[src/hdl/aging_priority_preemptive_scheduler_defines.svh]
// assertion helpers for the scheduler; expects clk and rst_n in scope
`ifndef AGING_PRIORITY_PREEMPTIVE_SCHEDULER_DEFINES_SVH
`define AGING_PRIORITY_PREEMPTIVE_SCHEDULER_DEFINES_SVH
`ifndef SYNTH
`define APS_ASSERT_IMP(label, ante, cons, msg) \
  label: assert property (@(posedge clk) disable iff (!rst_n) (ante) |-> (cons)) \
    else $error(msg);
`define APS_ASSERT_NXT(label, ante, cons, msg) \
  label: assert property (@(posedge clk) disable iff (!rst_n) (ante) |=> (cons)) \
    else $error(msg);
`else
`define APS_ASSERT_IMP(label, ante, cons, msg)
`define APS_ASSERT_NXT(label, ante, cons, msg)
`endif
`endif

[src/hdl/aps_pkg.sv]
`default_nettype none
package aps_pkg;
  localparam int KEY_W  = 34;
  localparam int LEFT_W = 16;
  localparam int PRIO_W = 16;
  localparam int TICK_W = 32;
  localparam int SUM_W  = 40;

  typedef struct packed {
    logic [KEY_W-1:0]  key;
    logic [LEFT_W-1:0] left;
  } entry_t;

  typedef struct packed {
    logic              vld;
    logic [KEY_W-1:0]  key;
    logic [LEFT_W-1:0] left;
  } best_t;
endpackage
`default_nettype wire

[src/hdl/aps_cell.sv]
`default_nettype none
module aps_cell #(
  parameter int IDX_W    = 4,
  parameter int CELL_IDX = 0
) (
  input  wire logic            clk,
  input  wire logic            rst_n,
  input  wire logic            live,
  input  wire logic            wr_en,
  input  wire aps_pkg::entry_t wr_data,
  input  wire aps_pkg::best_t  best_in,
  input  wire logic [IDX_W-1:0] best_idx_in,
  output aps_pkg::entry_t      ent,
  output aps_pkg::best_t       best_out,
  output logic [IDX_W-1:0]     best_idx_out
);
  import aps_pkg::*;

  entry_t            ent_r;
  best_t             best_r, best_nxt;
  logic [IDX_W-1:0]  idx_r, idx_nxt;

  // strict compare keeps the earlier entry on a tie
  always_comb begin
    if (live && (!best_in.vld || ent_r.key < best_in.key)) begin
      best_nxt = '{vld: 1'b1, key: ent_r.key, left: ent_r.left};
      idx_nxt  = IDX_W'(CELL_IDX);
    end else begin
      best_nxt = best_in;
      idx_nxt  = best_idx_in;
    end
  end

  always_ff @(posedge clk) begin
    if (wr_en) begin
      ent_r <= wr_data;
    end
    idx_r <= idx_nxt;
    if (!rst_n) begin
      best_r <= '0;
    end else begin
      best_r <= best_nxt;
    end
  end

  assign ent          = ent_r;
  assign best_out     = best_r;
  assign best_idx_out = idx_r;
endmodule
`default_nettype wire

[src/hdl/aging_priority_preemptive_scheduler.sv]
// Aging preemptive priority scheduler, one scheduler tick per input transfer.
// Input channel (in_valid/in_ready): one tick, optionally carrying an arriving
// job (priority, burst) and the arrivals_finished flag.
// Result channel (out_valid/out_ready): one result per tick with the busy flag,
// the running job's remaining ticks, the pool size, the saturating wait total,
// the overflow flag for a dropped arrival and the finished flag.
// The waiting pool is a row of POOL_DEPTH cells. A minimum search ripples
// through the cells one cell per cycle, so a tick passes through accept, the
// search over all cells and commit; one tick is in work at a time.
// Reset empties the pool, idles the processor and clears tick count and total.
// If the receiver stalls, the finished result is held in the output register;
// the next tick may be accepted and searched meanwhile, and its commit waits
// until the held result is taken.
`default_nettype none
module aging_priority_preemptive_scheduler #(
  parameter int POOL_DEPTH = 16
) (
  input  wire logic                                 clk,
  input  wire logic                                 rst_n,
  input  wire logic                                 in_valid,
  output logic                                      in_ready,
  input  wire logic                                 in_arrival_valid,
  input  wire logic [aps_pkg::PRIO_W-1:0]           in_job_priority,
  input  wire logic [aps_pkg::LEFT_W-1:0]           in_job_burst,
  input  wire logic                                 in_arrivals_finished,
  output logic                                      out_valid,
  input  wire logic                                 out_ready,
  output logic                                      out_busy_res,
  output logic [aps_pkg::LEFT_W-1:0]                out_running_left,
  output logic [$clog2(POOL_DEPTH+1)-1:0]           out_waiting_count,
  output logic [aps_pkg::SUM_W-1:0]                 out_wait_total,
  output logic                                      out_pool_overflow,
  output logic                                      out_finished
);
  import aps_pkg::*;
`include "aging_priority_preemptive_scheduler_defines.svh"

  localparam int IDX_W  = (POOL_DEPTH > 1) ? $clog2(POOL_DEPTH) : 1;
  localparam int FILL_W = $clog2(POOL_DEPTH + 1);
  localparam logic [TICK_W-1:0] TICK_MAX = '1;
  localparam logic [SUM_W-1:0]  SUM_MAX  = '1;

  typedef enum logic [1:0] {S_IDLE, S_SCAN, S_APPLY} state_t;

  state_t             st_r, st_nxt;
  logic [IDX_W-1:0]   cnt_r, cnt_nxt;
  logic [FILL_W-1:0]  fill_r, fill_nxt;
  logic [KEY_W-1:0]   run_key_r, run_key_nxt;
  logic [LEFT_W-1:0]  rem_r, rem_nxt;
  logic               idle_r, idle_nxt;
  logic [TICK_W-1:0]  tick_r, tick_nxt;
  logic [SUM_W-1:0]   sum_r, sum_nxt;
  logic               ovf_r, ovf_nxt;
  logic               done_in_r, done_in_nxt;
  logic               ov_r, ov_nxt;
  logic               ob_r, ob_nxt;
  logic [LEFT_W-1:0]  ol_r, ol_nxt;
  logic [FILL_W-1:0]  oc_r, oc_nxt;
  logic [SUM_W-1:0]   os_r, os_nxt;
  logic               oo_r, oo_nxt;
  logic               of_r, of_nxt;

  logic               accept, commit, append_arr, disp, pre, idle_a;
  logic [SUM_W:0]     sum_wide;
  logic [LEFT_W-1:0]  rem_mid;
  entry_t             arr_ent, old_ent;

  best_t              best_chain [0:POOL_DEPTH];
  logic [IDX_W-1:0]   idx_chain  [0:POOL_DEPTH];
  entry_t             ents       [0:POOL_DEPTH-1];
  best_t              best;
  logic [IDX_W-1:0]   best_idx;

  assign in_ready   = (st_r == S_IDLE);
  assign accept     = in_valid && in_ready;
  assign commit     = (st_r == S_APPLY) && (!ov_r || out_ready);
  assign append_arr = accept && in_arrival_valid && (fill_r < FILL_W'(POOL_DEPTH));
  assign arr_ent    = '{key: KEY_W'(in_job_priority) + KEY_W'(tick_r), left: in_job_burst};
  assign old_ent    = '{key: run_key_r, left: rem_r};
  assign best       = best_chain[POOL_DEPTH];
  assign best_idx   = idx_chain[POOL_DEPTH];

  assign best_chain[0] = '0;
  assign idx_chain[0]  = '0;

  for (genvar i = 0; i < POOL_DEPTH; i++) begin : g_cell
    logic   live, wr_en;
    entry_t wr_data;
    entry_t nbr;

    if (i + 1 < POOL_DEPTH) begin : g_nbr
      assign nbr = ents[i+1];
    end else begin : g_last
      assign nbr = ents[i];
    end

    assign live = (FILL_W'(i) < fill_r);

    // arrival appends at the fill slot; shift down above the dispatched entry, preempted job lands at the end
    always_comb begin
      wr_en   = 1'b0;
      wr_data = arr_ent;
      if (append_arr && fill_r == FILL_W'(i)) begin
        wr_en = 1'b1;
      end else if (commit && disp) begin
        if (pre && fill_r == FILL_W'(i + 1)) begin
          wr_en   = 1'b1;
          wr_data = old_ent;
        end else if (IDX_W'(i) >= best_idx && FILL_W'(i + 1) < fill_r) begin
          wr_en   = 1'b1;
          wr_data = nbr;
        end
      end
    end

    aps_cell #(.IDX_W(IDX_W), .CELL_IDX(i)) u_cell (
      .clk          (clk),
      .rst_n        (rst_n),
      .live         (live),
      .wr_en        (wr_en),
      .wr_data      (wr_data),
      .best_in      (best_chain[i]),
      .best_idx_in  (idx_chain[i]),
      .ent          (ents[i]),
      .best_out     (best_chain[i+1]),
      .best_idx_out (idx_chain[i+1])
    );
  end

  always_comb begin
    idle_a = idle_r;
    pre    = 1'b0;
    if (!idle_r) begin
      if (rem_r == '0) begin
        idle_a = 1'b1;
      end else if (fill_r != '0 && best.key < run_key_r) begin
        pre    = 1'b1;
        idle_a = 1'b1;
      end
    end
    disp = idle_a && (fill_r != '0);
  end

  always_comb begin
    st_nxt      = st_r;
    cnt_nxt     = cnt_r;
    fill_nxt    = fill_r;
    run_key_nxt = run_key_r;
    rem_nxt     = rem_r;
    idle_nxt    = idle_r;
    tick_nxt    = tick_r;
    sum_nxt     = sum_r;
    ovf_nxt     = ovf_r;
    done_in_nxt = done_in_r;
    ov_nxt      = ov_r && !out_ready;
    ob_nxt      = ob_r;
    ol_nxt      = ol_r;
    oc_nxt      = oc_r;
    os_nxt      = os_r;
    oo_nxt      = oo_r;
    of_nxt      = of_r;
    rem_mid     = rem_r;
    sum_wide    = '0;
    case (st_r)
      S_IDLE: begin
        if (accept) begin
          st_nxt      = S_SCAN;
          cnt_nxt     = '0;
          ovf_nxt     = in_arrival_valid && !append_arr;
          done_in_nxt = in_arrivals_finished;
          if (append_arr) begin
            fill_nxt = fill_r + 1'b1;
          end
        end
      end
      S_SCAN: begin
        // wait here while the search ripples through every cell
        cnt_nxt = cnt_r + 1'b1;
        if (cnt_r == IDX_W'(POOL_DEPTH - 1)) begin
          st_nxt = S_APPLY;
        end
      end
      S_APPLY: begin
        if (commit) begin
          st_nxt = S_IDLE;
          if (disp) begin
            run_key_nxt = best.key;
            rem_mid     = best.left;
            idle_nxt    = 1'b0;
            if (!pre) begin
              fill_nxt = fill_r - 1'b1;
            end
          end else begin
            idle_nxt = idle_a;
          end
          if (!(disp || !idle_a) || rem_mid == '0) begin
            rem_nxt = '0;
          end else begin
            rem_nxt = rem_mid - 1'b1;
          end
          sum_wide = {1'b0, sum_r} + (SUM_W+1)'(fill_nxt);
          sum_nxt  = sum_wide[SUM_W] ? SUM_MAX : sum_wide[SUM_W-1:0];
          if (tick_r != TICK_MAX) begin
            tick_nxt = tick_r + 1'b1;
          end
          ov_nxt = 1'b1;
          ob_nxt = !idle_nxt;
          ol_nxt = rem_nxt;
          oc_nxt = fill_nxt;
          os_nxt = sum_nxt;
          oo_nxt = ovf_r;
          of_nxt = idle_nxt && (fill_nxt == '0) && done_in_r;
        end
      end
      default: begin
        st_nxt = S_IDLE;
      end
    endcase
  end

  always_ff @(posedge clk) begin
    cnt_r     <= cnt_nxt;
    ovf_r     <= ovf_nxt;
    done_in_r <= done_in_nxt;
    ob_r      <= ob_nxt;
    ol_r      <= ol_nxt;
    oc_r      <= oc_nxt;
    os_r      <= os_nxt;
    oo_r      <= oo_nxt;
    of_r      <= of_nxt;
    if (!rst_n) begin
      st_r      <= S_IDLE;
      fill_r    <= '0;
      idle_r    <= 1'b1;
      tick_r    <= '0;
      sum_r     <= '0;
      ov_r      <= 1'b0;
      run_key_r <= '0;
      rem_r     <= '0;
    end else begin
      st_r      <= st_nxt;
      fill_r    <= fill_nxt;
      idle_r    <= idle_nxt;
      tick_r    <= tick_nxt;
      sum_r     <= sum_nxt;
      ov_r      <= ov_nxt;
      run_key_r <= run_key_nxt;
      rem_r     <= rem_nxt;
    end
  end

  assign out_valid         = ov_r;
  assign out_busy_res      = ob_r;
  assign out_running_left  = ol_r;
  assign out_waiting_count = oc_r;
  assign out_wait_total    = os_r;
  assign out_pool_overflow = oo_r;
  assign out_finished      = of_r;

  `APS_ASSERT_IMP(a_fill_bound, 1'b1, fill_r <= FILL_W'(POOL_DEPTH), "pool fill beyond depth")
  `APS_ASSERT_IMP(a_idle_no_left, ov_r && !ob_r, ol_r == '0, "idle result with ticks left")
  `APS_ASSERT_NXT(a_accept_scan, accept, st_r == S_SCAN && !in_ready, "tick not searched")
  `APS_ASSERT_IMP(a_idle_rem, idle_r, rem_r == '0, "idle processor with remaining ticks")
endmodule
`default_nettype wire

[config.mk]
export PLATFORM = sky130hd
export DESIGN_NAME = aging_priority_preemptive_scheduler
export DESIGN_NICKNAME = d
export VERILOG_FILES = /design/src/hdl/aps_pkg.sv /design/src/hdl/aps_cell.sv /design/src/hdl/aging_priority_preemptive_scheduler.sv
export VERILOG_INCLUDE_DIRS = /design/src /design/src/hdl
export SDC_FILE = /design/constraint.sdc
export NUM_CORES = 2
export LEC_CHECK = 0
export BUFFER_PORTS_ARGS = -buffer_cell sky130_fd_sc_hd__buf_4
export CORE_ASPECT_RATIO = 0.5
export CORE_MARGIN = 4
export CORE_UTILIZATION = 46
export CTS_CLUSTER_SIZE = 25
export DETAILED_ROUTE_END_ITERATION = 8
export GPL_TIMING_DRIVEN = 0
export PLACE_DENSITY_LB_ADDON = 0.2
export SYNTH_ARGS = -nofsm -noshare
export SYNTH_HDL_FRONTEND = slang
export SYNTH_HIERARCHICAL = 1
export SYNTH_SLANG_ARGS = --single-unit
[constraint.sdc]
create_clock -name clk -period 8.6 [get_ports clk]
set_input_delay 0.86 -clock clk [delete_from_list [all_inputs] [get_ports clk]]
set_output_delay 0.86 -clock clk [all_outputs]
set_load 0.02 [all_outputs]
======== Word-level counts from Yosys, hierarchy flattened ========
Cells that the tools add are included.
storage, ports and cells
  register bits ........................... 1865
  latch bits .............................. 0
  memory bits (writable) .................. 0
  bits in read-only memories .............. 0
  input port bits ......................... 38
  output and inout port bits .............. 66
  logic and storage cells ................. 497
  memories kept ........................... 0
cells by class
  add/sub/neg operators ................... 7
  $mul .................................... 0
  divide/modulo/power cells ............... 0
  order comparisons ....................... 50
  equal/unequal tests ..................... 25
  shift-type cells ........................ 0
  mux-type cells .......................... 174
  bitwise operators ....................... 0
  reduce and logical (&&, ||, !) cells .... 130
operators with widths
  kind                                                                                count
  50-bit two-way mux                                                                  65
  51-bit two-way mux                                                                  15
  34-bit < comparator                                                                 16
  1-bit two-way mux                                                                   75
  1-bit logical AND                                                                   74
  16-bit two-way mux                                                                  4
  40-bit by 5-bit adder with 41-bit output                                            1
  5-bit by 4-bit equality test with 1-bit output, second input constant               8
  4-bit by 5-bit < comparator with 1-bit output, first input constant                 8
  40-bit two-way mux                                                                  1
  5-bit two-way mux                                                                   7
  16-bit by 32-bit adder with 33-bit output                                           1
  32-bit by 1-bit adder with 32-bit output, second input constant                     1
  4-bit greater-or-equal comparator, first input constant                             8
  16-bit logical NOT                                                                  2
  32-bit != test, second input constant                                               1
  1-bit logical NOT                                                                   21
  5-bit by 3-bit equality test with 1-bit output, second input constant               4
  3-bit by 5-bit < comparator with 1-bit output, first input constant                 4
  1-bit logical OR                                                                    18
  3-bit by 4-bit greater-or-equal comparator with 1-bit output, first input constant  4
  16-bit by 1-bit subtractor with 16-bit output, second input constant                1
  5-bit by 2-bit equality test with 1-bit output, second input constant               2
  5-bit logical NOT                                                                   2
  other kinds (28)                                                                    43

======== Logic depth before layout (Yosys ltp) ========
  word-level depth ........................ 12
  gate-level depth with buffers ........... 22
  gate-level depth less buffers ........... 18

======== Hierarchy ========
Netlist, hierarchy kept.
by module, submodules not included
  module                               times used  cells each  area each (µm²)  seq. area each (µm²)
  aps_cell at g_cell[0].u_cell ...     9           399         4466.8           2602.5
  aging_priority_preemptive_scheduler  1           4620        28129.5          4724.5
  aps_cell at g_cell[5].u_cell ...     3           397         4594.4           2602.5
  aps_cell at g_cell[4].u_cell ...     2           397         4596.9           2602.5
  aps_cell at g_cell[7].u_cell         1           397         4591.9           2602.5
  aps_cell at g_cell[3].u_cell         1           400         4551.9           2602.5

======== Worst setup path before layout ========
Ideal clock, no wire load.
  kind .................................... reg2reg
  from .................................... register fill_r[1]
  to ...................................... register g_cell[0].u_cell.ent_r, in the netlist g_cell[0].u_cell/ent[0] (enable)
  library setup time ...................... 0.527 ns
  data arrival time ....................... 5.223 ns
  required time ........................... 8.073 ns
  path slack .............................. 2.850 ns
  stages on the path, launching flop included .. 8
  cell sequence ........................... dfxtp_1 > clkbuf_1 > inv_1 > ha_1 > clkbuf_1 > o21ai_0 > nand3_1 > o21ai_0
on the way
  word-level cells in the longest chain between the ends .. 9
RTL lines
  element                                                        line                                                                                    text
  start, declared                                                aging_priority_preemptive_scheduler.sv:47                                               logic [FILL_W-1:0] fill_r, fill_nxt;
  start signal, assigned                                         aging_priority_preemptive_scheduler.sv:242                                              fill_r <= fill_nxt;
  5-bit nonzero test                                             aging_priority_preemptive_scheduler.sv:136, aging_priority_preemptive_scheduler.sv:141
  1-bit logical AND                                              aging_priority_preemptive_scheduler.sv:136                                              end else if (fill_r != '0 && best.key < run_key_r) begin
  1-bit two-way mux                                              aging_priority_preemptive_scheduler.sv:136
  1-bit two-way mux                                              aging_priority_preemptive_scheduler.sv:134                                              if (rem_r == '0) begin
  1-bit two-way mux                                              aging_priority_preemptive_scheduler.sv:133                                              if (!idle_r) begin
  1-bit logical AND, on equally long branches                    aging_priority_preemptive_scheduler.sv:106, aging_priority_preemptive_scheduler.sv:141
  1-bit two-way mux / 1-bit logical AND (equally long branches)  aging_priority_preemptive_scheduler.sv:106, aging_priority_preemptive_scheduler.sv:105
  1-bit two-way mux                                              aging_priority_preemptive_scheduler.sv:105                                              end else if (commit && disp) begin
  1-bit two-way mux (*)                                          aging_priority_preemptive_scheduler.sv:103                                              if (append_arr && fill_r == FILL_W'(i)) begin
  named net g_cell[0].wr_en                                      aging_priority_preemptive_scheduler.sv:87                                               logic live, wr_en;
  end signal, assigned                                           aps_cell.sv:36                                                                          ent_r <= wr_data;
  end, declared                                                  aps_cell.sv:19                                                                          entry_t ent_r;
Mark *: on every way through the listed nets, which the timed path passes. The rest lies on a longest branch.
A chain may end at the register's enable or synchronous reset.

==> results.md <==
- Synthesis-to-layout area growth: 12.0%
- Worst-path clk slew: roughly 70 ps
- Clk buf depth: 4
- Max-Slew Margin vs Limit: -18.9%
- Clock sink count: about 1900
- Worst hold path type: primary input to flip-flop
- GRT Total Usage: 41.3%
- Mapped Avg Cell Area: 9.14 um^2
- Num ports: roughly 100
- Final Hold Vio Count: 0
- Share of layout cells above drive strength 1: 9.10%
- CP Capture Type: flip-flop
- Die H: ~340 um
- Overflow after GRT: 0
- Commonest non-fill, non-tap cell in the layout: nand2_1
- Post-Syn Instances: 10991
- Nets: between 10000 and 15000
- Worst Setup SP: run_key_r[2]
- Vias in the first global route: ~82000
- Reg2reg path depth: 15
- Commonest cells after routing, fill and taps aside: 2661 x nand2_1, 1010 x dfxtp_1, 870 x edfxtp_1, 823 x mux2i_1, 774 x a21oi_1
- Max Clock Freq: 116 MHz
- Worst-path maximum fanout: 10
- Design Power: 19.2 mW
- Leakage power: 41.3 nW
- Global-route wire length before repair: 651000 um
- Hpwl dp: around 380000 um
- Initial antenna violation count: 81
- Drt first pass iters: 9
- Critical Path RT: roughly 9000 ps
- Routability cong.: around 1.0
- Worst setup margin: -37.5 ps
- Peak supply drop: 0.145 mV
- Crit path DAT: 9170 ps
- Initial Util: 46.6%
- Worst Skew: approximately 62 ps
- Power Density: 171 nW/um^2
- Status: finished, violations left
- Post-synthesis cell area: 100000 um^2
- Non-Filler Instances: 14476
- R2r setup slk: -40 ps
- Port Buffers: 87
- Min Tclk post-route: 8640 ps
- Chip width: roughly 670 um
- Syn. warnings: 6
- Drt drc: 0
- Worst Tran Pin Value: about 1800 ps
- DR WL/cell: 33.6 um
- Crit path capture: g_cell[9].u_cell/ent[15]
- Tcrit/Tclk final: 100%
- Clock Latency Late Sink: 890 ps
- Endpoints failing setup: 1
- FF-to-FF Start: run_key_r[2]
- Placed Cells: approximately 14000
- RSZ-0062 raised after global routing: false
- Avg Vias per Cell: 6.29
- Slew Limit Fails: 314
- Die area: 226000 um^2
- Core box area: 216000 um^2
- Buffers inserted by post-CTS timing repair: 0
- CTS tree: yes
- FP Rows: between 100 and 150
- Antenna viol nets, final: 0
- Worst hold slack: 181 ps
- Hold-fix buffer count after cts: 0
- Clk root buf: clkbuf_16
- Max Cap Viol: 35
- Startpoint types: flip-flop
- Critical path class: flip-flop to flip-flop
- R2R Path End: g_cell[9].u_cell/ent[15]
- Failing checks: max-capacitance violations, max-slew violations, negative setup slack
- Total Routed Length: 487000 um
- Hold depth: 1
- TritonCTS Buffers: 184
- Htree depth: 4
- # fillers: 20169
- Routed vias: 91118
- Largest net degree at the start of global routing: 46
- Drt first-iter violations: around 16000
- PostCTS Resize Cnt: 0
## report_power, final
group	total, mW	switching, mW	internal (mW)
combinational	1.22	0.859	0.362
clock	8.42	3.83	4.58
sequential	9.57	0.101	9.47
## registers in the layout (all words and copies together), names as in the netlist
| register | count |
|---|---|
| tick_r | 32 |
| rem_r | 16 |
| out_finished | 1 |
| g_cell.u_cell/best_idx_out | 64 |
| done_in_r | 1 |
| run_key_r | 34 |
| fill_r | 5 |
| out_running_left | 16 |
| idle_r | 1 |
| out_busy_res | 1 |
| out_wait_total | 40 |
| out_waiting_count | 5 |
| out_pool_overflow | 1 |
| sum_r | 40 |
| ovf_r | 1 |
| st_r | 2 |
| g_cell.u_cell/best_out | 815 |
| cnt_r | 4 |
| out_valid | 1 |
| g_cell.u_cell/ent | 800 |
## cell type report
cell class                 count  area, um^2  share of cell area, %
multi-input combinational   7754       47300                   42.1
clock buffer                 261        5310                   4.72
antenna                       50         125                  0.111
sequential                  1880       46300                   41.2
buffer                       821        5160                   4.59
inverter                     626        2350                   2.09
timing repair buffer         146        1690                   1.50
tap                         2867        3590                   3.19
clock inverter                71         622                  0.553
## worst max-delay path, stage by stage, from the launching register on
cell and delay (ps):
dfxtp_1 310, clkbuf_2 750, clkbuf_1 1260, inv_1 130
ha_1 370, a21oi_1 170, nor2b_1 70, o311a_1 320
o311a_2 540, nor3_4 930, buf_6 410, nand3_2 440
a21oi_2 1040, buf_2 570, nor2_1 70, a21oi_1 820
## worst min path at each step
| stage | startpoint | endpoint | slack (ps) |
|---|---|---|---|
| 2_1_floorplan | g_cell[9].u_cell/best_idx_out[1] | g_cell[10].u_cell/best_idx_out[1] | 390 |
| 3_3_place_gp | g_cell[11].u_cell/best_idx_out[3] | g_cell[12].u_cell/best_idx_out[3] | 390 |
| 3_5_place_dp | g_cell[13].u_cell/best_idx_out[2] | g_cell[14].u_cell/best_idx_out[2] | 390 |
| 4_1_cts | in_arrivals_finished | done_in_r | 150 |
| 5_1_grt | in_arrivals_finished | done_in_r | 150 |
| 6_report | in_arrivals_finished | done_in_r | 180 |
## metrics by stage
step,worst slack [ps],setup TNS (ps),util (%),area (um^2)
after floorplan,2850,0,-,101000
after global routing,641,0,52.1,112000
after global placement,-2550,-493720,48.7,105000
final,-37.5,-37.5,52.2,113000
after CTS,951,0,52.1,112000
after detailed placement,990,0,49.3,106000
## layer usage
layer / global-route usage [%] / routed length [um] / share of wire, %
met1: 57.7 / 202000 / 42
met2: 51.3 / 177000 / 36
met3: 23.5 / 85600 / 18
met4: 15.3 / 20700 / 4.2
met5: 3.31 / 1460 / 0.30
(Power assumes the default switching activity.)
